==> config.mk <==
export PLATFORM = sky130hd
export DESIGN_NAME = moisture_average_and_scale
export DESIGN_NICKNAME = d
export VERILOG_FILES = /design/src/hw/rtl/mas_pkg.sv /design/src/hw/rtl/moisture_average_and_scale.sv
export SDC_FILE = /design/constraint.sdc
export NUM_CORES = 1
export LEC_CHECK = 0
export BUFFER_PORTS_ARGS = -buffer_cell sky130_fd_sc_hd__clkbuf_2
export CAP_MARGIN = 0
export CORE_MARGIN = 2
export CORE_UTILIZATION = 57
export DETAILED_ROUTE_END_ITERATION = 6
export PLACE_DENSITY_LB_ADDON = 0.08
export REMOVE_ABC_BUFFERS = 1
export SLEW_MARGIN = 20
export SYNTH_ARGS = -nofsm -noshare
export SYNTH_HDL_FRONTEND = slang
export SYNTH_SLANG_ARGS = --single-unit
==> constraint.sdc <==
create_clock -name clk -period 6.26 [get_ports clk]
set_input_delay 0.939 -clock clk [delete_from_list [all_inputs] [get_ports clk]]
set_output_delay 0.939 -clock clk [all_outputs]
set_load 0.01 [all_outputs]
==> src/hw/rtl/mas_pkg.sv <==
// Shared types and constants of the moisture averaging and scaling block.
package mas_pkg;

	// Result width and full scale of the Q7.8 moisture percentage (100 % * 256).
	localparam int unsigned Q8_W = 15;
	localparam logic [Q8_W-1:0] FULL_SCALE_Q8 = 15'd25600;

	// Configuration register indexes.
	localparam int unsigned CFG_IDX_W = 2;
	typedef enum logic [CFG_IDX_W-1:0] {
		REG_DRY_COUNT   = 2'd0,
		REG_WET_COUNT   = 2'd1,
		REG_LOW_LIMIT   = 2'd2,
		REG_HIGH_LIMIT  = 2'd3
	} cfg_reg_t;

	// Register values after reset, cut to the converter width where they are used.
	localparam int unsigned DRY_RESET  = 3000;
	localparam int unsigned WET_RESET  = 1200;
	localparam int unsigned LOW_RESET  = 10;
	localparam int unsigned HIGH_RESET = 4085;

endpackage

==> src/hw/rtl/moisture_average_and_scale.sv <==
// Top level of the moisture averaging and scaling block.
//
//   Channel   Signals                                         Direction
//   input     in_valid, in_stall, adc_sample                  sample in
//   output    out_valid, out_stall, average_raw, moisture_q8,  reading out
//             reading_valid
//   config    cfg_we, cfg_index, cfg_wdata                    register write
//
// A sample that does not close a group is accumulated; the next one may follow
// at once. The sample that closes a group keeps in_stall high while the sequencer
// runs: the mean (a multiply by the reciprocal of the group size), the limit
// checks, the multiply and DVD_W steps of the shared restoring divider for the
// percentage, then the handover of the result to the output register once that
// register is empty or being drained. The multiply and divider are skipped when
// the percentage is known to be zero.
// Reset clears the running sum, the count, the sequencer and the output valid
// and loads the default register values. A stalled result sits in the output
// register while new samples keep coming; only a second finished reading waits.
module moisture_average_and_scale #(
	parameter int SAMPLES_PER_READING = 8,
	parameter int ADC_BITS            = 12
) (
	input  logic                               clk,
	input  logic                               arst_n,
	// Sample channel.
	input  logic                               in_valid,
	output logic                               in_stall,
	input  logic [ADC_BITS-1:0]                adc_sample,
	// Reading channel.
	output logic                               out_valid,
	input  logic                               out_stall,
	output logic [ADC_BITS-1:0]                average_raw,
	output logic [mas_pkg::Q8_W-1:0]           moisture_q8,
	output logic                               reading_valid,
	// Configuration write port.
	input  logic                               cfg_we,
	input  logic [mas_pkg::CFG_IDX_W-1:0]      cfg_index,
	input  logic [ADC_BITS-1:0]                cfg_wdata
);

	localparam int CNT_W  = $clog2(SAMPLES_PER_READING);
	localparam int SUM_W  = ADC_BITS + $clog2(SAMPLES_PER_READING);
	// The dividend register also holds the group sum while the mean is formed.
	localparam int DVD_W  = ADC_BITS + mas_pkg::Q8_W;
	localparam int DVS_W  = ADC_BITS;
	localparam int STEP_W = $clog2(DVD_W + 1);
	localparam int DIFF_W = ADC_BITS + 1;
	// The mean is the sum times ceil(2^MEAN_SHIFT / group size), shifted down by
	// MEAN_SHIFT. With the shift SUM_W plus the bits of the group size, the
	// truncated quotient is exact for every sum that fits SUM_W bits.
	localparam int MEAN_SHIFT = SUM_W + CNT_W;
	localparam int MUL_W      = SUM_W + 2;
	localparam int PROD_W     = SUM_W + MUL_W;
	localparam logic [MUL_W-1:0] MEAN_MUL = MUL_W'(((64'd1 << MEAN_SHIFT) +
		64'(SAMPLES_PER_READING) - 64'd1) / 64'(SAMPLES_PER_READING));

	typedef enum logic [2:0] {
		ST_IDLE,
		ST_MEAN,
		ST_CHECK,
		ST_MUL,
		ST_DIV_PCT,
		ST_DONE
	} state_t;

	state_t                     state_q;
	logic [SUM_W-1:0]           sum_q;
	logic [CNT_W-1:0]           count_q;
	logic [ADC_BITS-1:0]        dry_q, wet_q, low_q, high_q;

	// Shared divider: remainder, quotient/dividend shift register, divisor, step count.
	logic [DVS_W-1:0]           rem_q;
	logic [DVD_W-1:0]           quo_q;
	logic [DVS_W-1:0]           divisor_q;
	logic [STEP_W-1:0]          step_q;

	logic [ADC_BITS-1:0]        avg_q;
	logic                       valid_q;
	logic [ADC_BITS-1:0]        num_mag_q;
	logic [ADC_BITS-1:0]        den_mag_q;
	logic [mas_pkg::Q8_W-1:0]   pct_q;

	logic                       out_valid_q;
	logic [ADC_BITS-1:0]        out_avg_q;
	logic [mas_pkg::Q8_W-1:0]   out_pct_q;
	logic                       out_rv_q;

	logic [SUM_W-1:0]           sum_next;
	logic                       in_xfer;
	logic                       group_end;
	logic [PROD_W-1:0]          mean_prod;
	logic [ADC_BITS-1:0]        mean_val;
	logic [DVS_W:0]             rem_shift;
	logic [DVS_W:0]             rem_sub;
	logic                       rem_ge;
	logic [DVS_W-1:0]           rem_next;
	logic [DVD_W-1:0]           quo_next;
	logic                       avg_in_range;
	logic signed [DIFF_W-1:0]   num_diff;
	logic signed [DIFF_W-1:0]   den_diff;
	logic [DIFF_W-1:0]          num_abs;
	logic [DIFF_W-1:0]          den_abs;
	logic                       pct_zero;
	logic [mas_pkg::Q8_W-1:0]   pct_clamped;
	logic                       out_free;
	logic                       out_load;

	assign in_stall  = (state_q != ST_IDLE);
	assign in_xfer   = in_valid && !in_stall;
	assign sum_next  = sum_q + SUM_W'(adc_sample);
	assign group_end = (count_q == CNT_W'(SAMPLES_PER_READING - 1));
	assign out_free  = !out_valid_q || !out_stall;
	assign out_load  = (state_q == ST_DONE) && out_free;

	// Truncated mean of the group sum held in the dividend register.
	assign mean_prod = PROD_W'(quo_q[SUM_W-1:0]) * PROD_W'(MEAN_MUL);
	assign mean_val  = mean_prod[MEAN_SHIFT +: ADC_BITS];

	// One restoring step: shift in the next dividend bit and subtract when it fits.
	assign rem_shift = {rem_q, quo_q[DVD_W-1]};
	assign rem_sub   = rem_shift - {1'b0, divisor_q};
	assign rem_ge    = (rem_shift >= {1'b0, divisor_q});
	assign rem_next  = rem_ge ? rem_sub[DVS_W-1:0] : rem_shift[DVS_W-1:0];
	assign quo_next  = {quo_q[DVD_W-2:0], rem_ge};

	// Limit checks and signed differences of the finished mean.
	assign avg_in_range = (avg_q > low_q) && (avg_q < high_q);
	assign num_diff     = $signed({1'b0, dry_q}) - $signed({1'b0, avg_q});
	assign den_diff     = $signed({1'b0, dry_q}) - $signed({1'b0, wet_q});
	assign num_abs      = num_diff[DIFF_W-1] ? DIFF_W'(-num_diff) : DIFF_W'(num_diff);
	assign den_abs      = den_diff[DIFF_W-1] ? DIFF_W'(-den_diff) : DIFF_W'(den_diff);
	// The percentage is zero when the reading is invalid, the two calibration
	// counts are equal, or the quotient would come out negative.
	assign pct_zero = !avg_in_range || (den_diff == '0) ||
		(num_diff[DIFF_W-1] != den_diff[DIFF_W-1]);

	// Clamp the final quotient to 100 %.
	assign pct_clamped = (quo_next > DVD_W'(mas_pkg::FULL_SCALE_Q8)) ?
		mas_pkg::FULL_SCALE_Q8 : quo_next[mas_pkg::Q8_W-1:0];

	// Configuration registers; an index past the list is dropped.
	always_ff @(posedge clk or negedge arst_n) begin
		if (!arst_n) begin
			dry_q  <= ADC_BITS'(mas_pkg::DRY_RESET);
			wet_q  <= ADC_BITS'(mas_pkg::WET_RESET);
			low_q  <= ADC_BITS'(mas_pkg::LOW_RESET);
			high_q <= ADC_BITS'(mas_pkg::HIGH_RESET);
		end else if (cfg_we) begin
			case (cfg_index)
				mas_pkg::REG_DRY_COUNT:  dry_q  <= cfg_wdata;
				mas_pkg::REG_WET_COUNT:  wet_q  <= cfg_wdata;
				mas_pkg::REG_LOW_LIMIT:  low_q  <= cfg_wdata;
				mas_pkg::REG_HIGH_LIMIT: high_q <= cfg_wdata;
				default: ;
			endcase
		end
	end

	// Sequencer, accumulator, shared divider and output register.
	always_ff @(posedge clk or negedge arst_n) begin
		if (!arst_n) begin
			state_q     <= ST_IDLE;
			sum_q       <= '0;
			count_q     <= '0;
			step_q      <= '0;
			out_valid_q <= 1'b0;
		end else begin
			// The output register takes a finished reading once it is empty or
			// being drained, and otherwise empties when its reading is taken.
			if (out_load) begin
				out_valid_q <= 1'b1;
				out_avg_q   <= avg_q;
				out_pct_q   <= pct_q;
				out_rv_q    <= valid_q;
			end else if (out_valid_q && !out_stall) begin
				out_valid_q <= 1'b0;
			end
			case (state_q)
				ST_IDLE: begin
					if (in_xfer) begin
						if (group_end) begin
							// Group complete: park the sum for the mean.
							sum_q   <= '0;
							count_q <= '0;
							quo_q   <= DVD_W'(sum_next);
							state_q <= ST_MEAN;
						end else begin
							sum_q   <= sum_next;
							count_q <= count_q + 1'b1;
						end
					end
				end
				ST_MEAN: begin
					avg_q   <= mean_val;
					state_q <= ST_CHECK;
				end
				ST_CHECK: begin
					valid_q   <= avg_in_range;
					num_mag_q <= num_abs[ADC_BITS-1:0];
					den_mag_q <= den_abs[ADC_BITS-1:0];
					if (pct_zero) begin
						pct_q   <= '0;
						state_q <= ST_DONE;
					end else begin
						state_q <= ST_MUL;
					end
				end
				ST_MUL: begin
					quo_q     <= DVD_W'(num_mag_q) * DVD_W'(mas_pkg::FULL_SCALE_Q8);
					rem_q     <= '0;
					divisor_q <= den_mag_q;
					step_q    <= STEP_W'(DVD_W);
					state_q   <= ST_DIV_PCT;
				end
				ST_DIV_PCT: begin
					rem_q  <= rem_next;
					quo_q  <= quo_next;
					step_q <= step_q - 1'b1;
					if (step_q == STEP_W'(1)) begin
						pct_q   <= pct_clamped;
						state_q <= ST_DONE;
					end
				end
				ST_DONE: begin
					// Hand over once the output register is empty or being drained.
					if (out_free) begin
						state_q <= ST_IDLE;
					end
				end
				default: begin
					state_q <= ST_IDLE;
				end
			endcase
		end
	end

	assign out_valid     = out_valid_q;
	assign average_raw   = out_avg_q;
	assign moisture_q8   = out_pct_q;
	assign reading_valid = out_rv_q;

endmodule

## After elaboration in Yosys (flattened, before gate mapping)

Index checks and enable logic that the tools add are counted.

| word-level totals | value |
|---|---|
| bits in registers | 206 |
| input port bits | 31 |
| logic and storage cells | 103 |

| cells by class | value |
|---|---|
| add/sub/neg operators | 8 |
| multiply operators | 1 |
| order comparisons | 4 |
| equality and inequality tests | 16 |
| mux-type cells | 22 |
| reductions and logical operators | 32 |

Operators with widths:

| cell | count |
|---|---|
| $pmux W27 S3 | 1 |
| $mux W15 | 4 |
| $mux W27 | 2 |
| $mux W12 | 3 |
| $pmux W15 S2 | 1 |
| $gt A27 B15 Y1 const B | 1 |
| $sub A12 B12 Y13 | 2 |
| $neg A12 Y12 | 2 |
| $pmux W12 S2 | 1 |
| $reduce_and A2 Y1 | 10 |
| $mux W3 | 6 |
| $pmux W3 S6 | 1 |
| $mul A12 B5 Y17 const B | 1 |
| $add A15 B12 Y15 | 1 |
| $ge A13 B12 Y1 | 1 |
| $logic_not A13 Y1 | 1 |
| $gt A12 B12 Y1 | 1 |
| $lt A12 B12 Y1 | 1 |
| $reduce_and A4 Y1 | 3 |
| $sub A12 B12 Y12 | 1 |
| $ne A2 B2 Y1 const B | 5 |
| $pmux W5 S2 | 1 |
| $eq A3 B3 Y1 const B | 3 |
| $eq A3 B2 Y1 const B | 2 |
| 15 further kinds | 28 |

## Longest topological paths before layout

| depth | value |
|---|---|
| depth after elaboration | 7 |
| mapped depth | 13 |

## Least setup slack after synthesis

Ideal clock, no wire load.

| path | value |
|---|---|
| kind | input to register |
| start point | input port arst_n |
| end point | register pct_q[0] (netlist bit) (enable) |
| library setup time | 0.416 ns |
| arrival | 5.021 ns |
| required time | 5.844 ns |
| path slack | 0.823 ns |
| cell stages on the path | 3 |
| path through | nor4b_1 -> a21oi_1 -> a311oi_1 |

| between the ends | value |
|---|---|
| word-level cells in the longest chain between the ends | 1 |

Ends and longest elaborated chain:

| what | line | text |
|---|---|---|
| start: declaration | moisture_average_and_scale.sv:24 | `input logic arst_n,` |
| $reduce_and A4 Y1 (no line) | n/a |  |
| end signal: assignment | moisture_average_and_scale.sv:220 | `pct_q <= pct_clamped;` |
| end: declaration | moisture_average_and_scale.sv:81 | `logic [mas_pkg::Q8_W-1:0] pct_q;` |

No other way between the ends.
A chain may end at the register's enable or synchronous reset.

## Final worst setup path

| path | value |
|---|---|
| start point | register dry_q[0] |
| end point | register pct_q[10] (netlist bit) (enable) |

| between the ends | value |
|---|---|
| word-level cells in the longest chain between the ends | 6 |
| elaborated cells between the ends (all ways) | 8 |

Ends and longest elaborated chain:

| what | line | text |
|---|---|---|
| start: declaration | moisture_average_and_scale.sv:69 | `logic [ADC_BITS-1:0] dry_q, wet_q, low_q, high_q;` |
| start signal: assignment | moisture_average_and_scale.sv:144 | `dry_q <= ADC_BITS'(mas_pkg::DRY_RESET);` |
| start signal: assignment | moisture_average_and_scale.sv:150 | `mas_pkg::REG_DRY_COUNT: dry_q <= cfg_wdata;` |
| $sub A12 B12 Y13 | moisture_average_and_scale.sv:129 | `assign den_diff = $signed({1'b0, dry_q}) - $signed({1'b0, wet_q});` |
| $logic_not A13 Y1 | moisture_average_and_scale.sv:134 | `assign pct_zero = !avg_in_range \|\| (den_diff == '0) \|\|` |
| $logic_or A1 B1 Y1 | moisture_average_and_scale.sv:134 |  |
| $logic_or A1 B1 Y1 * | moisture_average_and_scale.sv:134 |  |
| $ne A2 B2 Y1 (no line) * | n/a |  |
| $reduce_and A4 Y1 (no line) * | n/a |  |

Every way passes the cells marked *; elsewhere a longest branch is shown, timed or not.

==> impl_metrics.json <==
{
  "finalSetupTns_ps": 0,
  "grt_overflow": 0,
  "drive_above_1_share": 0.1708,
  "arrival_ps": 4390,
  "crit_required_ps": 6390,
  "cp_slowest_cell": "a311oi_4",
  "synth_area_per_cell_sq_um": 11.01,
  "worst_pin_slew_ps": 1069,
  "hp-class": "in -> async",
  "finish.utilization": 0.6497,
  "outcome": "completed",
  "clock-sinks": 206,
  "hold_viol": 0,
  "numPortBuffers": 60,
  "cpPeakStageDelay_ps": 810,
  "synth_top_family_by_area": "adder cells",
  "start_util": 0.5775,
  "drt_iter0_drc": 479,
  "power_mw": 5.906,
  "drc": 0,
  "cts_tree": "built",
  "setup_violations": 0,
  "clock_tree.buffer_depth": 3,
  "async_reset_ff_frac": 0.3641,
  "seq_area_frac_synth": 0.4840,
  "ys_seq_elements": 206,
  "grt_max_degree": 44,
  "dp_hpwl_mm": 19.07,
  "cts_resized": 0,
  "coreArea_sq_mm": 0.02089,
  "insertion_delay_ps": 520,
  "setup.worst_path.end_class": "register",
  "period_share": 0.6809,
  "cp_top_family": "compound AO/OA/AOI/OAI gates",
  "io_pins": 61,
  "antenna_found_initial": 0,
  "firstDrtPassIters": 5,
  "cts_hold_buf": 0,
  "syn-instance-count": 1096,
  "crit_fanout": 15,
  "peakVddDrop_uv": 337.9,
  "post_synth_xor_area_fraction": 0.04501,
  "die_h_um": 149.5,
  "path_clk_slew_ps": 60,
  "synth_ff_type": "edfxtp_1",
  "grt_setup_unrepaired": "false",
  "cap_violations": 0,
  "ys_warn_count": 0,
  "synth_area_sq_mm": 0.01206,
  "placed_area_sq_mm": 0.01273,
  "slew_viol_final": 0,
  "wl_per_cell_um": 17.63,
  "gp_congestion": 0.8402,
  "crit_chain": "inv_1 -> ha_1 -> inv_1 -> fa_1 -> a211oi_2 -> o21ai_0 -> a31oi_1 -> o21ai_0 -> a31oi_1 -> xnor2_1 -> a21oi_1 -> a311oi_4",
  "drt_wl_total_mm": 25.70,
  "fin_skew_ps": 23.52,
  "chipWidth_um": 149.5,
  "grt_pass1_wl_mm": 41.41,
  "power_density_mw_per_mm2": 435.2,
  "synthMuxAreaShare": 0.04563,
  "yosys.area_share.simple": 0.1065,
  "slew-limit-headroom": 0.2842,
  "postRouteAntennaNets": 0,
  "finalInstanceArea_sq_mm": 0.01357,
  "routed_via_density": 5.774,
  "grt_pass1_vias": 8145,
  "synth_fa_ha_area_frac": 0.1406,
  "start_kind": "register",
  "period_minus_slack_ps": 4262,
  "htreeDepth": 1,
  "area_growth_pct": 12.49,
  "rows": 53,
  "nets": 1326,
  "synth_edf_count": 131,
  "p_leak_nw": 5.770,
  "ys_types": 73,
  "criticalPathCategory": "reg -> reg",
  "cts_buffers": 24,
  "timing.fmax_mhz": 234.6,
  "grt_usage": 0.2354,
  "dieArea_sq_mm": 0.02234,
  "vias": 8419,
  "n_antenna_cell": 0,
  "post-cts-setup-buffers": 0,
  "synth-compound-area-share": 0.1312,
  "root_buffer": "clkbuf_16",
  "path_buf_inv": 2
}
-- sequential cells by signal, summed over array words and instances (netlist names), 12 cells and up --
| name | flops |
|---|---|
| average_raw | 12 |
| avg_q | 12 |
| den_mag_q | 12 |
| divisor_q | 12 |
| dry_q | 12 |
| high_q | 12 |
| low_q | 12 |
| moisture_q8 | 15 |
| num_mag_q | 12 |
| pct_q | 15 |
| quo_q | 27 |
| rem_q | 12 |
| sum_q | 15 |
| wet_q | 12 |
-- path summary, 6_finish.rpt --
check | cells past startpoint | to | slack [ps] | start
max reg2reg | 12 | pct_q[10] | 2000 | dry_q[0]
max | 12 | pct_q[10] | 2000 | dry_q[0]
max in group asynchronous | 2 | wet_q[0] | 4820 | arst_n
min reg2reg | 0 | divisor_q[3] | 400 | den_mag_q[3]
min in group clk | 0 | divisor_q[3] | 400 | den_mag_q[3]
min | 1 | low_q[8] | 400 | arst_n
-- kinds of logic (layout without fill, tap and decap cells) --
family                     count (synthesis)  count (layout)
adders and majority gates                129             129
xor gates and xnor gates                  62              62
AOI/OAI and AO/OA                        247             247
muxes                                     49              49
buffers and inverters                    151             238
DFF                                      206             206
and+or+nand+nor                          252             252
-- worst register-to-register path: stages (launching register included) --
cell and delay, ps:
dfrtp_1 350, inv_1 90, ha_1 190, inv_1 70
fa_1 430, a211oi_2 260, o21ai_0 130, a31oi_1 260
o21ai_0 160, a31oi_1 760, xnor2_1 200, a21oi_1 160
a311oi_4 820
-- cell usage after synthesis, types with 11 or more instances --
| master | instances | area, sq um |
|---|---|---|
| xor2_1 | 20 | 175.2 |
| o21ai_0 | 74 | 370.4 |
| nand3_1 | 16 | 80.08 |
| nor2_1 | 51 | 191.4 |
| a21o_1 | 11 | 82.58 |
| or3_1 | 16 | 100.1 |
| mux2_2 | 48 | 540.5 |
| dfstp_2 | 23 | 604.3 |
| nor3_1 | 30 | 150.1 |
| o21a_1 | 12 | 90.09 |
| fa_1 | 11 | 220.2 |
| xnor2_1 | 42 | 367.9 |
| inv_1 | 123 | 461.7 |
| edfxtp_1 | 131 | 3934 |
| dfrtp_1 | 52 | 1301 |
| clkbuf_1 | 23 | 86.33 |
| nand2b_1 | 13 | 81.33 |
| nand2_1 | 62 | 232.7 |
| nor2b_1 | 11 | 68.82 |
| ha_1 | 118 | 1476 |
| a21oi_1 | 58 | 290.3 |
-- through the flow --
step	std cells	hold slack, ps	setup WS, ps
6_report	1458	395.1	1998
3_3_place_gp	1415	400.2	1848
4_1_cts	1458	398.4	2009
3_5_place_dp	1415	404.5	2055
5_1_grt	1458	415.8	1681
2_1_floorplan	1068	400.3	823.5
-- per-layer routing --
metal,GRT usage,share of wire,vias to the layer above
met5,0,0,-
met4,0.05000,0.017,0
met3,0.03445,0.049,31
met2,0.3807,0.47,220
met1,0.3401,0.46,4045
li1,-,-,4123
-- layout by cell type, fill, tap and decap left out, drive strengths merged, types with 12 or more instances in the layout --
cell type,count
nor3,30
nand2,62
ha,118
nand2b,13
or3,16
o21ai,78
buf,13
mux2,48
dfstp,23
a21oi,59
clkbuf,91
nand3,16
edfxtp,131
nor2b,12
a21o,12
inv,123
dfrtp,52
nor2,51
o21a,12
xor2,20
xnor2,42
-- power by group --
| group | switching (mW) | leakage [nW] | total (mW) | internal [mW] |
|---|---|---|---|---|
| clock network | 0.542 | 0.406 | 1.47 | 0.926 |
| logic | 1.35 | 3.30 | 2.34 | 0.982 |
| registers | 0.216 | 2.07 | 2.10 | 1.89 |
| total | 2.11 | 5.77 | 5.91 | 3.79 |
-- cell type report --
type	instances	area, sq um
Clock buffer	32	640.6
Clock inverter	11	193.9
Fill cell	1689	7318
Inverter	123	461.7
Multi-Input combinational cell	739	5698
Sequential cell	206	5839
Tap cell	275	344.1
Timing Repair Buffer	72	392.9
No activity file was read; power rests on OpenSTA's default activity.
